--- config.mk ---
export PLATFORM = sky130hd
export DESIGN_NAME = prdr_fifo
export DESIGN_NICKNAME = d
export VERILOG_FILES = /design/src/sv/prdr_fifo.sv
export SDC_FILE = /design/constraint.sdc
export NUM_CORES = 1
export LEC_CHECK = 0
export CAP_MARGIN = 20
export CORE_ASPECT_RATIO = 1.5
export CORE_MARGIN = 2
export CORE_UTILIZATION = 55
export CTS_CLUSTER_DIAMETER = 50
export DETAILED_ROUTE_END_ITERATION = 8
export DONT_BUFFER_PORTS = 1
export GPL_ROUTABILITY_DRIVEN = 0
export PLACE_DENSITY = 0.7
export SYNTH_ARGS = -nofsm -noshare
export SYNTH_HDL_FRONTEND = slang
export SYNTH_SLANG_ARGS = --single-unit
--- constraint.sdc ---
create_clock -name clk -period 1.9 [get_ports clk]
set_input_delay 0.285 -clock clk [delete_from_list [all_inputs] [get_ports clk]]
set_output_delay 0.285 -clock clk [all_outputs]
set_load 0.005 [all_outputs]
--- src/sv/prdr_fifo.sv ---
`timescale 1ns / 1ps

module prdr_fifo #(
	parameter int WIDTH = 8,
	parameter int DEPTH = 4
) (
	input  logic             clk,
	input  logic             arst_n,
	input  logic             push,
	input  logic [WIDTH-1:0] push_data,
	output logic             full,
	input  logic             pop,
	output logic             head_valid,
	output logic [WIDTH-1:0] head_data
);

	localparam int PW = (DEPTH > 1) ? $clog2(DEPTH) : 1;
	localparam int NW = $clog2(DEPTH + 1);

	logic [WIDTH-1:0] mem_q [DEPTH];
	logic [PW-1:0]    wr_ptr_q;
	logic [PW-1:0]    rd_ptr_q;
	logic [NW-1:0]    count_q;

	function automatic logic [PW-1:0] next_ptr(input logic [PW-1:0] p);
		logic [PW-1:0] n;
		if (p == PW'(DEPTH - 1)) begin
			n = '0;
		end else begin
			n = p + PW'(1);
		end
		return n;
	endfunction

	always_ff @(posedge clk or negedge arst_n) begin
		if (!arst_n) begin
			wr_ptr_q <= '0;
			rd_ptr_q <= '0;
			count_q  <= '0;
		end else begin
			if (push) begin
				wr_ptr_q <= next_ptr(wr_ptr_q);
			end
			if (pop) begin
				rd_ptr_q <= next_ptr(rd_ptr_q);
			end
			if (push && !pop) begin
				count_q <= count_q + NW'(1);
			end else if (pop && !push) begin
				count_q <= count_q - NW'(1);
			end
		end
	end

	always_ff @(posedge clk) begin
		if (push) begin
			mem_q[wr_ptr_q] <= push_data;
		end
	end

	assign full       = (count_q == NW'(DEPTH));
	assign head_valid = (count_q != '0);
	assign head_data  = mem_q[rd_ptr_q];

endmodule

==> summary.txt <==
CTS
  • Setup Buffers After CTS: 0
  • Clk slew on worst S/H paths: 0.07 ns
  • Clk_lat worst skew: 0.28 ns
  • H-Tree Depth: 2
  • Total CTS buffers: 5
  • CTS tree: built
  • Clock sinks: 39
  • Clk buf depth: 2
  • CTS root buf: clkbuf_8

Synth
  • Syn_area_per_cell: 19.89 um2
  • Library cells used by synthesis: 18
  • Top post-synthesis cells by area: edfxtp_1 61%, mux4_2 11%, dfrtp_1 11%
  • Top-area cell type share of the netlist area: 61.15%
  • Sequential-to-total area share from yosys stat: 72.29%
  • Yosys warnings: 0
  • Cell Area, Synth: 0.001572 mm2
  • Syn_nets: 98
  • Synth area leader: edfxtp_1
  • Post-Synthesis Cells: 79
  • Synthesized flop and latch total: 39

Global routing
  • Global-route wire length before repair: 3.525 mm
  • GRT Util Overall: 15.92%
  • Largest net degree at the start of global routing: 12
  • Overflow after GRT: 0
  • Initial antenna violation count: 0
  • Number of global-route vias before repair: 715

STA
  • Pins over their slew limit: 0
  • Number of failing hold endpoints at the final stage: 0
  • Worst Hold Slack: 0.09578 ns
  • Final setup fails: 0
  • RSZ-0062 raised after global routing: false
  • Worst Max-Slew Pin Slew: 0.4339 ns
  • Setup WS post-layout: 0.2002 ns
  • Period minus WS final: 1.700 ns
  • Max Fclk: 588.3 MHz
  • Fin Clk Skew: 0.004172 ns
  • Relative slew slack: 71.07%
  • Setup tns final: 0 ns
  • Final worst-path cycle share: 89.46%

Critical path
  • WP data required: 1.62 ns
  • Crit Reg-Reg Startpoint: wr_ptr_q[0]
  • Crit. End Element: primary output
  • Worst reg-to-reg setup slack: 0.51 ns
  • Crit path cell chain: mux4_2
  • CP Data Arrival Time: 1.41 ns
  • Crit Path Class: reg -> out
  • Crit-path max cell delay: 0.57 ns
  • CP delay by family, top: flip-flops
  • Startpoint types: flip-flop
  • Number of buffer and inverter stages on the critical path: 0
  • Critical path's slowest cell: dfrtp_2
  • Capturing point of the worst reg2reg path: mem_q[0][6]
  • Worst r2r path cells: 3
  • CP max FO: 11

Route
  • WL met2: 1.179 mm
  • Via count: 659
  • Number of DRC markers in iteration 0: 10
  • WL met3: 140 um
  • Top sig layer: met4
  • Wire length per cell: 17.49 um
  • Vias per cell: 5.358
  • Detail Route Antenna Nets: 0
  • Post-Route M1 WL: 789 um
  • Final wirelength: 2.151 mm
  • DRT Pass-1 Iters: 4
  • DRC Markers: 0

Pwr
  • IR drop worst, VDD: 0.8040 mV
  • Net Sw Power: 632.4 uW
  • Sequential Power Share: 56.1%
  • Combinational power share: 22.1%
  • Pwr dens: 1369 mW/mm2
  • Clock power share: 21.8%
  • Switching Fraction: 27.29%
  • Pleak: 0.0005903 uW
  • Pint: 1685 uW

Floorplan
  • Die H: 69.47 um
  • Die area: 0.003310 mm2
  • I/O pin cnt: 22
  • Die Wd: 47.65 um
  • Core Box Area: 0.002705 mm2
  • Site Rows: 23
  • Starting density of the core: 58.09%

Worst hold path
  • Worst hold endpoint: mem_q[2][7]
  • Hold Startpoint: push_data[7]
  • Hold crit path type: in -> reg
  • Hold Path Depth: 0

Job
  • Max-capacitance violation count: 0

Finish
  • Layout cells sized above 1: 19.77%
  • Non-filler instance count after layout: 123
  • Multi-input logic area: 400.4 um2
  • FF/Latch Area: 0.001137 mm2
  • Ant. Diodes: 0
  • Area growth syn-to-layout: 7.723%
  • Final net count: 104
  • Filler instances: 214

Place
  • HPWL after DPL: 1.522 mm
  • Port Buffers: 0
  • Placed instance count: 114
  • Worst slack, placed: 0.2826 ns

Outcome
  • Status: complete, no violations
registers in the layout, summed over array words and instances (netlist names):
signal	cells
count_q	3
mem_q	32
rd_ptr_q	2
wr_ptr_q	2
power groups by stage:
| stage | Combinational [uW] | Sequential (uW) | Clock [uW] |
|---|---|---|---|
| floorplan | 535 | 1210 | 0 |
| global placement | 499 | 1310 | 0 |
| detailed placement | 521 | 1330 | 0 |
| CTS | 527 | 1310 | 529 |
| global route | 569 | 1330 | 564 |
| finish | 512 | 1300 | 506 |
metal layers:
layer  vias to the layer above  GRT usage, %
met2                        21         24.32
met5                         -             0
met4                         0         6.306
met3                         4         7.813
li1                        308             -
met1                       326         18.74
final cells by class:
class	count	area share, %
tap	37	2.735
sequential	39	67.18
clock buffer	8	4.730
timing repair buffer	1	0.5913
inverter	5	1.109
multi-input combinational	33	23.65
worst max-delay path by stage:
stage                start            to  slack (ns)  depth (start not counted)
6_report       rd_ptr_q[0]  head_data[4]        0.20                          1
5_1_grt        rd_ptr_q[0]  head_data[4]        0.13                          1
4_1_cts        rd_ptr_q[0]  head_data[4]        0.17                          1
3_5_place_dp   rd_ptr_q[0]  head_data[4]        0.28                          1
3_3_place_gp   rd_ptr_q[0]  head_data[3]        0.31                          1
2_1_floorplan          pop    count_q[2]        0.55                          7
synth_stat cells:
cell / instances
edfxtp_1: 32
mux4_2: 8
dfrtp_1: 7
ha_1: 6
inv_1: 5
and2_1: 4
mux2_2: 3
nor2_1: 2
o21ai_0: 2
xor2_1: 2
buf_2: 1
buf_6: 1
fa_1: 1
nand2_1: 1
nand3_1: 1
nor3b_1: 1
or3_1: 1
xnor2_1: 1
through the flow:
step	power (uW)	utilization [%]	area (um2)
after floorplan	1744	-	1572
after global placement	1809	59.20	1602
after detailed placement	1846	59.20	1602
after CTS	2365	62.58	1693
after global routing	2467	62.58	1693
final	2317	62.58	1693
what timing repair did:
item / CTS / global route
resized for setup: 1 / 0
setup endpoints to repair: 8 / 0
endpoints found under the hold margin: 7 / 0
hold buffers: 1 / 0
logic make-up after synthesis:
logic type,after synthesis,synth area share [%]
mux,11,13.61
simple gates,10,3.503
compound gates,2,0.6370
buf+inv,7,2.229
flops,39,72.29
fa+ha+maj,7,6.051
xor+xnor,3,1.672
placed cells by master, fill, tap and decap left out, types with 2 or more instances in the layout:
master,instances
ha_1,6
clkbuf_1,3
inv_1,5
o21ai_0,2
mux4_2,8
dfrtp_1,6
mux2_2,3
edfxtp_1,32
clkbuf_8,5
and2_1,4
xor2_1,2
nor2_1,2
Power figures use the tool's default switching activity.
