**src/sv/prdr_pkg.sv**
```systemverilog
`timescale 1ns / 1ps

package prdr_pkg;

	localparam int CFG_IDX_W = 3;

	localparam logic [CFG_IDX_W-1:0] CFG_RED_MASK     = 3'd0;
	localparam logic [CFG_IDX_W-1:0] CFG_GREEN_MASK   = 3'd1;
	localparam logic [CFG_IDX_W-1:0] CFG_BLUE_MASK    = 3'd2;
	localparam logic [CFG_IDX_W-1:0] CFG_LINE_WIDTH   = 3'd3;
	localparam logic [CFG_IDX_W-1:0] CFG_FRAME_HEIGHT = 3'd4;

	localparam logic [31:0] RED_MASK_RST   = 32'h00FF_0000;
	localparam logic [31:0] GREEN_MASK_RST = 32'h0000_FF00;
	localparam logic [31:0] BLUE_MASK_RST  = 32'h0000_00FF;
	localparam int LINE_WIDTH_RST   = 1024;
	localparam int FRAME_HEIGHT_RST = 768;

	localparam logic [31:0] ALPHA_BITS = 32'hFF00_0000;

	localparam logic [5:0] RED_POS   = 6'd8;
	localparam logic [5:0] GREEN_POS = 6'd16;
	localparam logic [5:0] BLUE_POS  = 6'd24;

	typedef struct packed {
		logic frame_start;
		logic row_end;
		logic frame_end;
	} prdr_flags_t;

	typedef struct packed {
		logic       left;
		logic [4:0] amt;
	} prdr_shift_t;

	function automatic logic [5:0] bit_len(input logic [31:0] v);
		logic [5:0] n;
		n = '0;
		for (int i = 0; i < 32; i++) begin
			if (v[i]) begin
				n = 6'(i + 1);
			end
		end
		return n;
	endfunction

	function automatic prdr_shift_t shift_of(input logic [31:0] mask, input logic [5:0] pos);
		logic [5:0] len;
		prdr_shift_t s;
		len = bit_len(mask);
		if (len > pos) begin
			s.left = 1'b0;
			s.amt  = 5'(len - pos);
		end else begin
			s.left = 1'b1;
			s.amt  = 5'(pos - len);
		end
		return s;
	endfunction

	function automatic logic [31:0] place(input logic [31:0] bits, input prdr_shift_t s);
		logic [31:0] r;
		if (s.left) begin
			r = bits << s.amt;
		end else begin
			r = bits >> s.amt;
		end
		return r;
	endfunction

endpackage

```
**src/sv/prdr_front.sv**
```systemverilog
`timescale 1ns / 1ps

module prdr_front
	import prdr_pkg::*;
#(
	parameter int MAX_WIDTH  = 1024,
	parameter int MAX_HEIGHT = 1024
) (
	input  logic                  clk,
	input  logic                  arst_n,
	input  logic                  cfg_valid,
	input  logic [CFG_IDX_W-1:0]  cfg_index,
	input  logic [31:0]           cfg_data,
	input  logic                  pixel_valid,
	output logic                  pixel_stall,
	input  logic [31:0]           pixel_word,
	input  logic                  frame_start,
	output logic                  q_push,
	input  logic                  q_full,
	output logic [31:0]           q_texel,
	output logic [(MAX_WIDTH * MAX_HEIGHT > 1 ? $clog2(MAX_WIDTH * MAX_HEIGHT) : 1)-1:0] q_addr,
	output logic [(MAX_HEIGHT > 1 ? $clog2(MAX_HEIGHT) : 1)-1:0] q_row,
	output prdr_flags_t           q_flags
);

	localparam int XW  = (MAX_WIDTH > 1) ? $clog2(MAX_WIDTH) : 1;
	localparam int RW  = (MAX_HEIGHT > 1) ? $clog2(MAX_HEIGHT) : 1;
	localparam int AW  = (MAX_WIDTH * MAX_HEIGHT > 1) ? $clog2(MAX_WIDTH * MAX_HEIGHT) : 1;
	localparam int CW  = $clog2(MAX_WIDTH + 1);
	localparam int HW  = $clog2(MAX_HEIGHT + 1);
	localparam int W_RST = (LINE_WIDTH_RST > MAX_WIDTH) ? MAX_WIDTH : LINE_WIDTH_RST;
	localparam int H_RST = (FRAME_HEIGHT_RST > MAX_HEIGHT) ? MAX_HEIGHT : FRAME_HEIGHT_RST;

	logic [31:0]   red_mask_q;
	logic [31:0]   green_mask_q;
	logic [31:0]   blue_mask_q;
	prdr_shift_t   red_sh_q;
	prdr_shift_t   green_sh_q;
	prdr_shift_t   blue_sh_q;
	logic [CW-1:0] width_q;
	logic [HW-1:0] height_q;

	logic [XW-1:0] col_q;
	logic [RW-1:0] row_q;

	logic          vld_s1;
	logic [31:0]   pix_s1;
	logic [XW-1:0] col_s1;
	logic [RW-1:0] row_s1;
	prdr_flags_t   flags_s1;

	logic          accept;
	logic [10:0]   cfg_size;
	logic [XW-1:0] c_cur;
	logic [RW-1:0] r_cur;
	logic [XW-1:0] col_c;
	logic [RW-1:0] row_c;
	logic          row_end_c;
	logic          frame_end_c;

	assign cfg_size = cfg_data[10:0];

	always_ff @(posedge clk or negedge arst_n) begin
		if (!arst_n) begin
			red_mask_q   <= RED_MASK_RST;
			green_mask_q <= GREEN_MASK_RST;
			blue_mask_q  <= BLUE_MASK_RST;
			red_sh_q     <= shift_of(RED_MASK_RST, RED_POS);
			green_sh_q   <= shift_of(GREEN_MASK_RST, GREEN_POS);
			blue_sh_q    <= shift_of(BLUE_MASK_RST, BLUE_POS);
			width_q      <= CW'(W_RST);
			height_q     <= HW'(H_RST);
		end else if (cfg_valid) begin
			case (cfg_index)
				CFG_RED_MASK: begin
					red_mask_q <= cfg_data;
					red_sh_q   <= shift_of(cfg_data, RED_POS);
				end
				CFG_GREEN_MASK: begin
					green_mask_q <= cfg_data;
					green_sh_q   <= shift_of(cfg_data, GREEN_POS);
				end
				CFG_BLUE_MASK: begin
					blue_mask_q <= cfg_data;
					blue_sh_q   <= shift_of(cfg_data, BLUE_POS);
				end
				CFG_LINE_WIDTH: begin
					if (cfg_size == '0) begin
						width_q <= CW'(1);
					end else if (32'(cfg_size) > 32'(MAX_WIDTH)) begin
						width_q <= CW'(MAX_WIDTH);
					end else begin
						width_q <= CW'(cfg_size);
					end
				end
				CFG_FRAME_HEIGHT: begin
					if (cfg_size == '0) begin
						height_q <= HW'(1);
					end else if (32'(cfg_size) > 32'(MAX_HEIGHT)) begin
						height_q <= HW'(MAX_HEIGHT);
					end else begin
						height_q <= HW'(cfg_size);
					end
				end
				default: begin
				end
			endcase
		end
	end

	// position of this pixel and end-of-row / end-of-frame classification
	always_comb begin
		c_cur = frame_start ? '0 : col_q;
		r_cur = frame_start ? '0 : row_q;
		if ((CW + 1)'(c_cur) < (CW + 1)'(width_q)) begin
			col_c = c_cur;
		end else begin
			col_c = XW'(width_q - CW'(1));
		end
		if ((HW + 1)'(r_cur) < (HW + 1)'(height_q)) begin
			row_c = r_cur;
		end else begin
			row_c = RW'(height_q - HW'(1));
		end
		row_end_c   = ((CW + 1)'(c_cur) + (CW + 1)'(1)) >= (CW + 1)'(width_q);
		frame_end_c = row_end_c &&
			(((HW + 1)'(r_cur) + (HW + 1)'(1)) >= (HW + 1)'(height_q));
	end

	assign pixel_stall = vld_s1 && q_full;
	assign accept      = pixel_valid && !pixel_stall;
	assign q_push      = vld_s1 && !q_full;

	always_ff @(posedge clk or negedge arst_n) begin
		if (!arst_n) begin
			col_q  <= '0;
			row_q  <= '0;
			vld_s1 <= 1'b0;
		end else begin
			if (accept) begin
				vld_s1 <= 1'b1;
				if (frame_end_c) begin
					col_q <= '0;
					row_q <= '0;
				end else if (row_end_c) begin
					col_q <= '0;
					row_q <= r_cur + RW'(1);
				end else begin
					col_q <= c_cur + XW'(1);
					row_q <= r_cur;
				end
			end else if (q_push) begin
				vld_s1 <= 1'b0;
			end
		end
	end

	always_ff @(posedge clk) begin
		if (accept) begin
			pix_s1               <= pixel_word;
			col_s1               <= col_c;
			row_s1               <= row_c;
			flags_s1.frame_start <= frame_start;
			flags_s1.row_end     <= row_end_c;
			flags_s1.frame_end   <= frame_end_c;
		end
	end

	assign q_texel = place(pix_s1 & red_mask_q, red_sh_q)
		| place(pix_s1 & green_mask_q, green_sh_q)
		| place(pix_s1 & blue_mask_q, blue_sh_q)
		| ALPHA_BITS;
	assign q_addr  = AW'(row_s1) * AW'(MAX_WIDTH) + AW'(col_s1);
	assign q_row   = row_s1;
	assign q_flags = flags_s1;

endmodule

```
**config.mk**
```make
export PLATFORM = sky130hd
export DESIGN_NAME = prdr_front
export DESIGN_NICKNAME = d
export VERILOG_FILES = /design/src/sv/prdr_pkg.sv /design/src/sv/prdr_front.sv
export SDC_FILE = /design/constraint.sdc
export NUM_CORES = 1
export LEC_CHECK = 0
export ABC_AREA = 1
export CAP_MARGIN = 20
export CORE_UTILIZATION = 45
export CTS_BUF_LIST = sky130_fd_sc_hd__clkbuf_16
export DETAILED_ROUTE_END_ITERATION = 8
export DONT_BUFFER_PORTS = 1
export MAX_ROUTING_LAYER = met4
export PLACE_DENSITY = 0.61
export SLEW_MARGIN = 15
export SYNTH_ARGS = -nofsm -noshare
export SYNTH_HDL_FRONTEND = slang
export SYNTH_SLANG_ARGS = --single-unit
```
**constraint.sdc**
```tcl
create_clock -name clk -period 2.99 [get_ports clk]
set_clock_uncertainty 0.1 [all_clocks]
set_input_delay 0.299 -clock clk [delete_from_list [all_inputs] [get_ports clk]]
set_output_delay 0.299 -clock clk [all_outputs]
set_load 0.005 [all_outputs]
```
==> results of run 1 <==
## stage by stage
stage	TNS (ns)	utilization, %	hold slack (ns)	std cells	worst slack (ns)
6_report	-16.83	63.54	-0.6316	3644	-0.5844
5_1_grt	-17.48	63.54	-0.6363	3644	-0.4840
4_1_cts	-7.300	60.28	-0.6363	3617	-0.3624
3_5_place_dp	-12.53	53.62	-0.09232	3474	-0.5334
3_3_place_gp	-9.692	53.62	-0.09226	3474	-0.5545
2_1_floorplan	0	-	-0.09659	2734	0.01038
## power by group through the flow
stage / Clock, mW / Sequential [mW] / Combinational [mW]
3_5_place_dp: 0 / 3.89 / 7.61
2_1_floorplan: 0 / 3.73 / 3.95
4_1_cts: 3.01 / 3.86 / 8.41
5_1_grt: 3.13 / 3.92 / 9.92
3_3_place_gp: 0 / 3.87 / 7.59
6_report: 3.05 / 3.91 / 9.44
## layer usage
| layer | up-vias | wire length [um] |
|---|---|---|
| li1 | 9953 | - |
| met1 | 10670 | 34350 |
| met2 | 1598 | 42140 |
| met3 | 428 | 8933 |
| met4 | 0 | 8042 |
| met5 | - | 0 |
## layout by cell type (no fill, tap or decap), types with 21 or more instances in the layout
cell           synthesis  final
o21ai_0              513    308
dfrtp_1              126    124
clkbuf_16              0     25
a21oi_1               88     69
xor2_1                24     23
nor2_1               272    238
a31oi_1               30     21
o21ai_2                0     59
o21ai_1                2    138
buf_4                 18    404
dlygate4sd3_1          0     64
ha_1                  50     42
edfxtp_1              55     55
nand2_1              778    738
o211ai_1              23     23
nor2_2                 1     21
nand2_2                5     34
inv_1                232    215
o22ai_1               41     31
dfstp_2               31     31
nand3_1              110     88
## synthesized netlist by cell type, types with 11 or more instances
| master | instances | area [um^2] |
|---|---|---|
| dfrtp_1 | 126 | 3153 |
| o221ai_1 | 19 | 166.4 |
| buf_1 | 22 | 82.58 |
| a31oi_1 | 30 | 187.7 |
| o2111ai_1 | 15 | 131.4 |
| nand4_1 | 11 | 68.82 |
| nor3_1 | 15 | 75.07 |
| buf_2 | 15 | 75.07 |
| o211ai_1 | 23 | 172.7 |
| nor2_1 | 272 | 1021 |
| clkbuf_1 | 113 | 424.2 |
| a21oi_1 | 88 | 440.4 |
| buf_4 | 18 | 135.1 |
| nand3_1 | 110 | 550.5 |
| o22ai_1 | 41 | 256.5 |
| inv_1 | 232 | 870.8 |
| nand2_1 | 778 | 2920 |
| mux2i_1 | 18 | 180.2 |
| xor2_1 | 24 | 210.2 |
| edfxtp_1 | 55 | 1652 |
| o21ai_0 | 513 | 2567 |
| ha_1 | 50 | 625.6 |
| o21bai_1 | 16 | 120.1 |
| dfstp_2 | 31 | 814.5 |
## sequential cells by signal, indices dropped and copies added (netlist names)
name,count
blue_sh_q,6
pix_s1,32
col_q,10
width_q,11
green_sh_q,6
red_sh_q,6
q_flags,3
red_mask_q,32
q_row,10
col_s1,10
row_q,10
vld_s1,1
green_mask_q,32
blue_mask_q,32
height_q,11
## timing repair
action,in CTS,in global routing
hold endpoints to repair,280,159
pin swaps,58,103
gates resized for setup,306,316
hold buffers,67,1
setup buffers,35,23
setup endpoints to repair,62,80
gates cloned,3,4
## final cells by class
cell class	count	area, um^2
Antenna cell	1	2.502
Clock buffer	24	600.6
Clock inverter	16	180.2
Fill cell	3292	14060
Inverter	245	965.9
Multi-Input combinational cell	2110	11990
Sequential cell	212	5622
Tap cell	518	648.1
Timing Repair Buffer	518	4492
## critical path, delay by kind of cell, from the launching register on
family                     cells  cell delay, ns
and+or+nand+nor                5            0.66
AOI/OAI and AO/OA              6            1.21
DFF                            1            0.37
adders and majority gates      2            0.49
buffers and inverters          5            0.64
## path summary, 6_finish.rpt
check,from,endpoint,slack (ns),cells past startpoint
worst min register to register,blue_mask_q[11]$_DFFE_PN0P_,blue_mask_q[11]$_DFFE_PN0P_,0.39,2
worst max register to register,col_q[1]$_DFFE_PN0P_,row_q[7]$_DFFE_PN0P_,-0.58,18
max in group asynchronous,arst_n,red_mask_q[18]$_DFFE_PN1P_,3.12,0
min in group clk,cfg_index[0],blue_sh_q[4]$_DFFE_PN1P_,0.03,4
worst min-delay path,arst_n,vld_s1$_DFFE_PN0P_,-0.63,0
worst max-delay path,col_q[1]$_DFFE_PN0P_,row_q[7]$_DFFE_PN0P_,-0.58,18
## cells by family (layout without fill, tap and decap cells)
family,after synthesis,after routing,synth area share (%)
and+or+nand+nor,1211,1212,27.34
AOI/OAI and AO/OA,795,795,25.44
buffers and inverters,413,803,9.309
DFF,212,212,31.96
adders and majority gates,50,50,3.558
xor gates and xnor gates,27,27,1.345
muxes,18,18,1.025
other,1,9,0.02133
==> impl_results.md, run 1 <==
* Finished Cell Area at about 24,000 um^2
* Max Root-Sink Buffers at 3
* Worst EP required at around 3.3 ns
* Gpl congestion at 1.149
* Final period util at 119.5%
* Leakage at 11.14 nW
* Worst-Margin Slew at 0.7155 ns
* Max Cap Viol at 0
* Clock network power share at between 10% and 20%
* Failing checks: hold timing, setup timing
* Met1 Use GR at 55.37%
* Worst setup margin at -0.5844 ns
* Residual DRC at 0
* Clock Latency Late Sink at 0.52 ns
* Rows at 72
* Initial antenna violation count at 1
* GRT Total Usage at around 46%
* Share of cells above drive strength 1 at between 20% and 30%
* Worst-path cell with the longest stage delay: dfrtp_1
* Core Area at 38,560 um^2
* Wirelength, routed at 93.47 mm
* Overflow after GRT at 0
* Reg clk slew, reported paths at approximately 0.07 ns
* WL/cell at 25.65 um
* Met3 usage at 6.464%
* CP arrival at 3.90 ns
* Post-synth EDFFs at 55
* Vias after detailed routing at 22.65k
* Cell variety after synth at 54
* Switching pwr at 7.521 mW
* Clock tree root driver cell: clkbuf_16
* DR vias/cell at 6.217
* Net count, final at 3,232
* Starting DRT DRC Count at 2,917
* Area after DPL at 20,680 um^2
* Number of clock sinks at 212
* Synth Instances at 2,727
* Final ANT Viol Nets at 0
* Sequential power share at 23.8%
* Syn avg cell area at ~6.4 um^2
* I/O pins at 140
* Share of total power in combinational logic at 57.6%
* Die X at 199.7 um
* DIE AREA at about 40,000 um^2
* Area Growth Syn to Fin at 39.36%
* Register area share after synthesis at 31.96%
* Worst-path cell chain: inv_2 -> nor2_4 -> ha_4 -> nand4_1 -> nor2_1 -> inv_1 -> o21ai_0 -> inv_1 -> ha_1 -> a21oi_1 -> o21ai_0 -> a21oi_2 -> nand3_4 -> buf_12 -> clkbuf_16 -> nand2_4 -> o21ai_2 -> o22ai_1
* Run status: finished with violations
* Gr busiest metal: met2
* HPWL Detailed at 68.79 mm
* CTS buffer count at 22
* Met2 Resource Use GR at between 70% and 80%
* Pins Over Slew Limit at 0
* First-pass GRT wire length at 130.2 mm
* Peak VDD IR at 0.0007397 V
* Initial Util at 45.60%
* RSZ-0062 raised after global routing: yes
* Net Sw Frac at 45.88%
* Synth Cell Area at 17,580 um^2
* Vias in the first global route at 21.05k
* Min cycle time layout at 3.574 ns
* CTS tree: done
* Seq cells post-synth at around 210
* Worst Hold Class: input port to async pin
* Pint at 8.871 mW
* Max_slew headroom at 52.12%
* Largest net degree at the start of global routing at 158
* Hold Vio Cnt, Final at 157
* Crit path kind: flip-flop to flip-flop
* Post-layout power at 16.39 mW
* Setup violators final at 47
* WHS at -0.6316 ns
* Async SR Flop Fraction at 74.06%
* Critical path launch point type: flip-flop
* H-tree Lvls at 1
* Power Density at around 670 nW/um^2
* Crit Path Max Fanout at 8
* Predominant post-synthesis flop cell: dfrtp_1
* F_max at 279.8 MHz
* Warnings, synthesis at 0
* Port Buf Inserts at 0
* TritonRoute pass-1 iters at 6
* Slowest stage delay, CP at 0.37 ns
* Die height at 199.7 um
* Setup crit end kind: flip-flop
Note: power is estimated with default switching activity, not from simulation.
==> run 2, diff against run 1 <==
--- a/config.mk
+++ b/config.mk
@@ -9,3 +9,3 @@
 export CAP_MARGIN = 20
-export CORE_UTILIZATION = 45
+export CORE_UTILIZATION = 35
 export CTS_BUF_LIST = sky130_fd_sc_hd__clkbuf_16
@@ -14,3 +14,4 @@
 export MAX_ROUTING_LAYER = met4
-export PLACE_DENSITY = 0.61
+export PLACE_DENSITY = 0.5
+export REMOVE_ABC_BUFFERS = 1
 export SLEW_MARGIN = 15
==> constraint.sdc (replaced) <==
create_clock -name clk -period 2.99 [get_ports clk]
set_clock_uncertainty 0.1 [all_clocks]
set_input_delay 0.7475 -clock clk [delete_from_list [all_inputs] [get_ports clk]]
set_output_delay 0.7475 -clock clk [all_outputs]
set_load 0.005 [all_outputs]
==> run 2 against run 1 <==
The flow still finishes with violations (hold timing, setup timing). Count of clock-buffer cells in the layout is 7 higher. Highest routed layer unchanged. Critical path type is now flip-flop to primary output. First-iteration DRC count is 19% lower. Global-route usage is 6.3 points lower. Sequential power is 2% lower. Sequential share of layout area is 2.6 points lower. Largest cell class unchanged. Via count hardly changed. Non-clock buffer count is 313 higher. Final cell count is 13% higher. Largest power group unchanged. Die area is 28% higher. Combinational power is 17% higher.
==> impl_results.md, run 2 (synthesis gave the netlist of run 1 again) <==
* Run status: finished with violations
* Failing checks: hold timing, setup timing
* Top Family by Delay on Critical Path: compound AO/OA/AOI/OAI gates
* Worst setup margin at -0.8917 ns (-0.3072 ns)
* Clock network power share at 18.7% (about the same)
* Initial Util at 35.69% (-9.9 points)
* Min cycle time layout at 3.882 ns (+0.3072 ns)
* Port Buf Inserts at 0 (unchanged)
* Critical path launch point type: flip-flop
* Commonest non-fill, non-tap cell in the layout: buf_4
* DIE AREA at 51,130 um^2 (+28%)
* I/O pins at 140 (unchanged)
* Worst Hold Class: input port to async pin
* Finished Cell Area at 27,660 um^2 (+13%)
* Placed Cells incl. Taps at 3,991 (+15%)
* Starting DRT DRC Count at 2,355 (-19%)
* Pins Over Slew Limit at 0 (unchanged)
* Largest net degree at the start of global routing at 158 (unchanged)
* Number of clock sinks at 212 (unchanged)
* Area Growth Syn to Fin at 57.35%
* Area after DPL at 23,710 um^2 (+15%)
* R2r startpoint: col_q[2]$_DFFE_PN0P_
* Share of total power in combinational logic at 60.3% (+2.7 points)
* Worst-path cell chain: inv_2 -> buf_6 -> buf_12 -> buf_6 -> nor2_2 -> or2_4 -> mux2i_2 -> nand2_1 -> o21ai_1 -> buf_4 -> o22ai_2 -> a221oi_2 -> o211ai_1 -> a211o_1
* Reg2Reg Depth at 20 (+2)
* Final period util at 129.8% (+10 points)
* Net count, final at 3,550 (+9.8%)
* Rows at 81 (+13%)
* Clock tree root driver cell: clkbuf_16
* WHS at -0.2038 ns (+0.4277 ns)
* WL/cell at 24.07 um (-6.2%)
* Die height at 226.1 um (+13%)
* Setup crit end kind: primary output
* First-pass GRT wire length at 143.1 mm (+9.9%)
* Instance count on the critical path at 14 (-4)
* Reg clk slew, reported paths at 0.07 ns (about the same)
* Leakage at 12.91 nW (+16%)
* CP most frequent cell: buf_6
* Setup violators final at 49 (+4.3%)
* Share of cells above drive strength 1 at 39.12% (+12 points)
* Pre-CTS setup slack at -1.017 ns (-0.4833 ns)
* Clock Latency Late Sink at 0.57 ns (+0.05 ns)
* Crit Path Max Fanout at 6 (-2)
* TNS Setup at -20.19 ns (-3.353 ns)
* Peak VDD IR at 0.0005751 V (-22%)
* Max Cap Viol at 0 (unchanged)
* R2R setup slack at -0.07 ns (+0.51 ns)
* Worst-Margin Slew at 0.6123 ns (-0.1033 ns)
* Commonest non-fill, non-tap cells in the layout: buf_4 (757), nand2_1 (699), o21ai_0 (300)
* TritonRoute pass-1 iters at 5 (-1)
* HPWL Detailed at 80.26 mm (+17%)
* Residual DRC at 0 (unchanged)
* GRT Total Usage at 39.61% (-6.3 points)
* Slowest stage delay, CP at 0.40 ns (+0.03 ns)
* DR vias/cell at 5.505 (-11%)
* Sequential power share at 21.0% (-2.8 points)
* CP arrival at 3.03 ns (-0.87 ns)
* Wirelength, routed at 99.02 mm (+5.9%)
* Crit path kind: flip-flop to primary output
* CTS tree: done
* Final ANT Viol Nets at 0 (unchanged)
* RSZ-0062 raised after global routing: yes
* Vias after detailed routing at 22.65k (-0.018%)
* Pint at 10.16 mW (+15%)
* Gpl congestion at 1.090 (-5.1%)
* Initial antenna violation count at 2 (+1)
* Hold Vio Cnt, Final at 127 (-19%)
* Max_slew headroom at 59.18% (+7.1 points)
* Worst EP required at 2.14 ns (-1.18 ns)
* Worst-path cell with the longest stage delay: dfrtp_1
* Reg2reg end: row_q[0]$_DFFE_PN0P_
* Post-Layout Cell Count at 4,114 (+13%)
* F_max at 257.6 MHz (-7.9%)
* Power Density at 661.0 nW/um^2 (-1.2%)
* Max Root-Sink Buffers at 3 (unchanged)
* Die X at 226.1 um (+13%)
* Core Area at 49,250 um^2 (+28%)
* Vias in the first global route at 21.94k (+4.2%)
* H-tree Lvls at 1 (unchanged)
* CTS buffer count at 27 (+23%)
* Buf/Inv on CP at 5 (unchanged)
* Net Sw Frac at 44.43% (-1.5 points)
* Switching pwr at 8.124 mW (+8.0%)
* Overflow after GRT at 0 (unchanged)
==> run 2: cell count changes in the layout (fill, tap and decap cells not counted), moves of 21 or more <==
cell	before	now
nand2_1	738	699
buf_6	20	41
o21ai_2	59	95
dlygate4sd3_1	64	0
o21ai_1	138	106
buf_4	404	757
nand2_2	34	64
==> run 2: worst max path at each step <==
| stage | startpoint | endpoint | slack, ns |
|---|---|---|---|
| floorplan | q_full | row_q[0]$_DFFE_PN0P_ | -2.37 |
| global placement | cfg_data[1] | red_sh_q[1]$_DFFE_PN0P_ | -1.06 |
| detailed placement | cfg_data[1] | red_sh_q[1]$_DFFE_PN0P_ | -1.02 |
| CTS | green_sh_q[0]$_DFFE_PN0P_ | q_texel[14] | -0.96 |
| global route | blue_sh_q[0]$_DFFE_PN0P_ | q_texel[9] | -0.98 |
| finish | blue_sh_q[0]$_DFFE_PN0P_ | q_texel[9] | -0.89 |
==> run 2: timing repair <==
action	in CTS	in global routing
pin swaps	64	145
endpoints found under the setup margin	71	74
gates resized for setup	427	360
setup buffers	48	30
cloned	3	1
endpoints found under the hold margin	157	135
==> run 2: final cells by class <==
type,count,area [um^2]
Fill cell,4877,21590
Multi-Input combinational cell,2110,12500
Timing Repair Buffer,831,6803
Sequential cell,212,5623
Inverter,245,963.4
Tap cell,664,830.8
Clock buffer,31,775.7
Clock inverter,19,157.7
Antenna cell,2,5.005
==> run 2: power groups by stage <==
| stage | clock network, mW | logic [mW] | registers [mW] |
|---|---|---|---|
| global route | 3.57 | 11.7 | 3.88 |
| floorplan | 0 | 3.49 | 3.97 |
| finish | 3.43 | 11.0 | 3.83 |
| detailed placement | 0 | 9.19 | 3.84 |
| CTS | 3.46 | 10.1 | 3.80 |
| global placement | 0 | 9.19 | 3.84 |
==> run 2: routing by layer <==
metal  global-route usage (%)  vias to the layer above  share of wire [%]
li1                         -                    10590                  -
met1                    51.01                    10850                 42
met2                    61.29                      959                 44
met3                    4.202                      251                6.9
met4                    20.82                        0                6.6
met5                        -                        -                  0
==> run 2: stage by stage <==
step | util (%) | power [mW]
after floorplan | - | 7.453
after global routing | 56.16 | 19.10
after CTS | 53.19 | 17.33
final | 56.16 | 18.28
after global placement | 48.13 | 13.03
after detailed placement | 48.13 | 13.04
